## src/design/vpq_pkg.sv

```systemverilog
`default_nettype none
package vpq_pkg;

    localparam int QUEUE_DEPTH = 64;
    localparam int NUM_CLASSES = 8;

    localparam int CLS_W     = $clog2(NUM_CLASSES);
    localparam int PTR_W     = $clog2(QUEUE_DEPTH);
    localparam int CNT_W     = $clog2(QUEUE_DEPTH + 1);
    localparam int RAM_AW    = CLS_W + PTR_W;
    localparam int RAM_DEPTH = NUM_CLASSES * (2 ** PTR_W);
    localparam int TICK_W    = 24;

    localparam logic [PTR_W-1:0]  LAST_SLOT  = PTR_W'(QUEUE_DEPTH - 1);
    localparam logic [CNT_W-1:0]  FULL_COUNT = CNT_W'(QUEUE_DEPTH);
    localparam logic [15:0]       VLAN_ETHERTYPE   = 16'h8100;
    localparam logic [TICK_W-1:0] SLOT_TICKS_RESET = TICK_W'(100000);

    // request codes
    localparam logic [1:0] REQ_ARRIVAL = 2'd0;
    localparam logic [1:0] REQ_TICK    = 2'd1;
    localparam logic [1:0] REQ_EGRESS  = 2'd2;

    // result status codes
    localparam logic [2:0] ST_QUEUED  = 3'd0;
    localparam logic [2:0] ST_IGNORED = 3'd1;
    localparam logic [2:0] ST_DROPPED = 3'd2;
    localparam logic [2:0] ST_SENT    = 3'd3;
    localparam logic [2:0] ST_EMPTY   = 3'd4;
    localparam logic [2:0] ST_TICK    = 3'd5;

    typedef enum logic [1:0] {
        OP_ENQ    = 2'd0,
        OP_IGNORE = 2'd1,
        OP_TICK   = 2'd2,
        OP_SEND   = 2'd3
    } t_op;

    typedef struct packed {
        logic [1:0]  req_type;
        logic [15:0] eth_type;
        logic [15:0] tag_control;
        logic [15:0] pkt_handle;
        logic [13:0] pkt_length;
    } t_in_item;

    typedef struct packed {
        logic [2:0]  status;
        logic [2:0]  send_class;
        logic [15:0] send_handle;
        logic [13:0] send_length;
        logic [2:0]  open_gate;
    } t_out_item;

    typedef struct packed {
        t_op              op;
        logic [CLS_W-1:0] cls;
        logic [15:0]      handle;
        logic [13:0]      length;
    } t_cmd;

    typedef struct packed {
        logic [15:0] handle;
        logic [13:0] length;
    } t_entry;

endpackage
`default_nettype wire

```

## src/design/vpq_front.sv

```systemverilog
`default_nettype none
module vpq_front (
    input  wire logic              i_clk,
    input  wire logic              i_rst_n,
    input  wire logic              i_push,
    input  wire vpq_pkg::t_in_item i_item,
    output logic                   o_full,
    output logic                   o_cmd_valid,
    output vpq_pkg::t_cmd          o_cmd,
    input  wire logic              i_cmd_pop
);

    vpq_pkg::t_cmd r_cq [2];
    logic          r_chead, n_chead;
    logic [1:0]    r_ccnt, n_ccnt;
    vpq_pkg::t_cmd cls_cmd;
    logic          accept;

    // classify the arriving request
    always_comb begin
        cls_cmd.op     = vpq_pkg::OP_IGNORE;
        cls_cmd.cls    = '0;
        cls_cmd.handle = i_item.pkt_handle;
        cls_cmd.length = i_item.pkt_length;
        unique case (i_item.req_type)
            vpq_pkg::REQ_ARRIVAL: begin
                if (i_item.eth_type == vpq_pkg::VLAN_ETHERTYPE) begin
                    cls_cmd.op  = vpq_pkg::OP_ENQ;
                    cls_cmd.cls = i_item.tag_control[15:13];
                end
            end
            vpq_pkg::REQ_TICK:   cls_cmd.op = vpq_pkg::OP_TICK;
            vpq_pkg::REQ_EGRESS: cls_cmd.op = vpq_pkg::OP_SEND;
            default:             cls_cmd.op = vpq_pkg::OP_IGNORE;
        endcase
    end

    assign o_full      = (r_ccnt == 2'd2);
    assign accept      = i_push && !o_full;
    assign o_cmd_valid = (r_ccnt != 2'd0);
    assign o_cmd       = r_cq[r_chead];

    always_comb begin
        n_chead = r_chead ^ i_cmd_pop;
        n_ccnt  = r_ccnt + 2'(accept) - 2'(i_cmd_pop);
    end

    always_ff @(posedge i_clk) begin
        if (!i_rst_n) begin
            r_chead <= 1'b0;
            r_ccnt  <= 2'd0;
        end else begin
            r_chead <= n_chead;
            r_ccnt  <= n_ccnt;
        end
    end

    always_ff @(posedge i_clk) begin
        if (accept) begin
            r_cq[r_chead ^ r_ccnt[0]] <= cls_cmd;
        end
    end

endmodule
`default_nettype wire

```

## config.mk

```make
export PLATFORM = sky130hd
export DESIGN_NAME = vpq_front
export DESIGN_NICKNAME = d
export VERILOG_FILES = /design/src/design/vpq_pkg.sv /design/src/design/vpq_front.sv
export SDC_FILE = /design/constraint.sdc
export NUM_CORES = 1
export LEC_CHECK = 0
export BUFFER_PORTS_ARGS = -buffer_cell sky130_fd_sc_hd__buf_4
export CAP_MARGIN = 20
export CELL_PAD_IN_SITES_DETAIL_PLACEMENT = 0
export CELL_PAD_IN_SITES_GLOBAL_PLACEMENT = 1
export CORE_MARGIN = 2
export CORE_UTILIZATION = 40
export CTS_CLUSTER_SIZE = 12
export DETAILED_ROUTE_END_ITERATION = 8
export GPL_ROUTABILITY_DRIVEN = 1
export PLACE_DENSITY_LB_ADDON = 0.1
export SLEW_MARGIN = 20
export SYNTH_ARGS = -nofsm -noshare
export SYNTH_HDL_FRONTEND = slang
export SYNTH_SLANG_ARGS = --single-unit
```

## constraint.sdc

```tcl
create_clock -name i_clk -period 3.8 [get_ports i_clk]
set_clock_uncertainty 0.1 [all_clocks]
set_input_delay 0.76 -clock i_clk [delete_from_list [all_inputs] [get_ports i_clk]]
set_output_delay 0.76 -clock i_clk [all_outputs]
set_load 0.005 [all_outputs]
```

==> flow_summary.yaml <==
timing:
  min_period_ns: 2.65
  tightest_slew_ns: 0.857
  fin_crit_sh_pct: 69.7
  fmax_mhz: 377
  final.setup.tns_ns: 0
  rsz0062_at_grt: "false"
  setup_slack_ns: 1.15
  setup_violations: 0
  hold_viol_final: 0
  relSlewSlack_pct: 42.9
  slew_viol_final: 0
clock_network:
  post_cts_buffers: 0
  clkSinkCount: 74
  path_clk_slew_ns: 0.07
  cts_resized: 0
  holdBufCountCts: 0
  clockBufferDepth: 2
  cts_inserted_buffers: 9
  cts_root_buf: "clkbuf_8"
  insertion_delay_ns: 0.33
  cts_tree: "built"
  h-tree-depth: 3
detailed_routing:
  wire_per_inst_um: 14.0
  drt-total-wl_mm: 4.89
  dr.first_iter.drc_count: 33
  route.detailed.drc: 0
  ant_nets: 0
  drt_pass1_iterations: 4
  vias: 1596
  via_per_inst: 4.56
logic_synthesis:
  seq_area_frac_synth_pct: 76.4
  syn_area_per_cell_um2: 19.0
  ys_ff_latch: 74
  synth_top_cell_area_share_pct: 73.6
  netlist_area_mm2: 0.00286
  syn_nets: 222
  synth_cell_types: 20
  synth_warnings: 0
  ys_top_cells_by_area: "edfxtp_1 (74%), mux2_2 (14%), dfxtp_1 (2.8%), ha_1 (1.8%), and2_1 (1.1%)"
  synth_top_area_cell: "edfxtp_1"
  netlist_instances: 150
placement:
  dp_slack_ns: 1.44
  place_congestion: 0.688
  placed_area_mm2: 0.00365
  dp_hpwl_mm: 3.20
  portBuffers: 91
hold_path:
  hold_depth: 1
  hold_path.class: "input pin to flop"
setup_path:
  cp-end-kind: "primary output"
  start_kind: "flop"
  cp_data_arrival_time_ns: 1.79
  critPathKind: "flop to primary output"
  cp.required_ns: 2.94
  cp_max_fo: 35
  reg2reg_depth: 3
cells_and_area:
  n_fill_cell: 595
  syn2layout_area_growth_pct: 36.0
  nets: 321
  antenna_cells: 0
  stdcell_area_mm2: 0.00389
  final_util_pct: 56.6
  layout_commonest_cell: "buf_4"
  drive_above_1_share_pct: 57.5
  layout_common_cells: "buf_4 (91), edfxtp_1 (70), mux2_2 (35)"
floorplan:
  rows: 30
  core_area_mm2: 0.00687
  dieArea_mm2: 0.00783
  die_y_um: 88.5
  io_pins: 105
  initial_core_util_pct: 41.6
  die-width_um: 88.5
pwr:
  pwr-share-seq_pct: 51.1
  p_sw_mw: 0.496
  swShare_pct: 22.9
  vdd_drop_max_uv: 241
  clkPwrFrac_pct: 29.2
  pwr_density_cell_mw_per_mm2: 558
  power.leakage_nw: 1.50
  power_mw: 2.17
  combPwrFrac_pct: 19.8
  p_int_mw: 1.67
global_routing:
  overflow: 0
  grt_pass1_wl_mm: 7.46
  grt_pass1_vias: 1669
  grt.total_usage_pct: 13.3
  antenna_found_initial: 0
  grt_max_degree: 36
run_status:
  outcome: "completed"
run:
  drv_cap: 0
==> layout make-up <==
type | instances | area (um^2) | share of cell area, %
Sequential cell | 74 | 2180 | 56.2
Timing Repair Buffer | 92 | 711 | 18.3
Multi-Input combinational cell | 64 | 633 | 16.3
Clock buffer | 10 | 128 | 3.28
Tap cell | 96 | 120 | 3.09
Clock inverter | 6 | 81.3 | 2.09
Inverter | 8 | 30.0 | 0.773
==> worst max-delay path, cell delays in order (launching register included) <==
cell and delay (ns):
dfxtp_2 0.89, mux2_2 0.43, buf_4 0.14
==> layer usage <==
layer	wire length [um]	part of all wire, %	GRT usage, %
met5	0	0	0
met4	89	1.8	6.61
met3	334	6.8	4.85
met2	2620	54	23.8
met1	1850	38	13.6
==> power groups by stage <==
| stage | logic, mW | registers [mW] | clock network [mW] |
|---|---|---|---|
| after floorplan | 0.211 | 1.11 | 0 |
| after global placement | 0.420 | 1.12 | 0 |
| after detailed placement | 0.421 | 1.13 | 0 |
| after global routing | 0.476 | 1.12 | 0.680 |
| final | 0.429 | 1.11 | 0.633 |
| after CTS | 0.423 | 1.11 | 0.649 |
==> state kept, by name, indices dropped and copies added (netlist names), named ones only <==
signal,count
r_chead,1
r_ccnt,2
r_cq,70
==> kinds of logic after synthesis <==
kind of cell               count (synthesis)  share of synthesized area (%)
DFF                                       74                           76.4
buffers and inverters                     12                           1.75
and+or+nand+nor                           19                           4.51
AOI/OAI and AO/OA                          2                          0.525
adders and majority gates                  4                           1.75
muxes                                     36                           14.1
xor gates and xnor gates                   3                          0.920
==> cells in the mapped netlist <==
cell and number:
nor3_1 4, ha_1 4, a21oi_1 1, a221o_1 1
nand4_1 1, nand2b_1 1, and2_1 5, or2_2 1
xnor2_1 2, nor4_1 2, dfxtp_1 4, nor2_1 1
mux2_2 35, nor2b_1 2, edfxtp_1 70, buf_2 4
inv_1 8, xor2_1 1, nor4b_2 2, mux2i_1 1
==> final timing paths <==
check	slack [ns]	endpoint	from
worst max-delay path	1.15	o_cmd[4]	flop
worst min-delay path	0.51	r_cq[1][26]	i_item[26]
worst max register to register	1.81	r_cq[1][3]	r_ccnt[0]
worst min register to register	0.53	r_ccnt[1]	r_ccnt[1]
==> stage by stage <==
step / hold slack [ns] / cells
2_1_floorplan: 0.471 / 150
3_3_place_gp: 0.511 / 333
3_5_place_dp: 0.515 / 333
4_1_cts: 0.492 / 349
5_1_grt: 0.486 / 350
6_report: 0.506 / 350
Note: power is estimated with default switching activity, not from simulation.
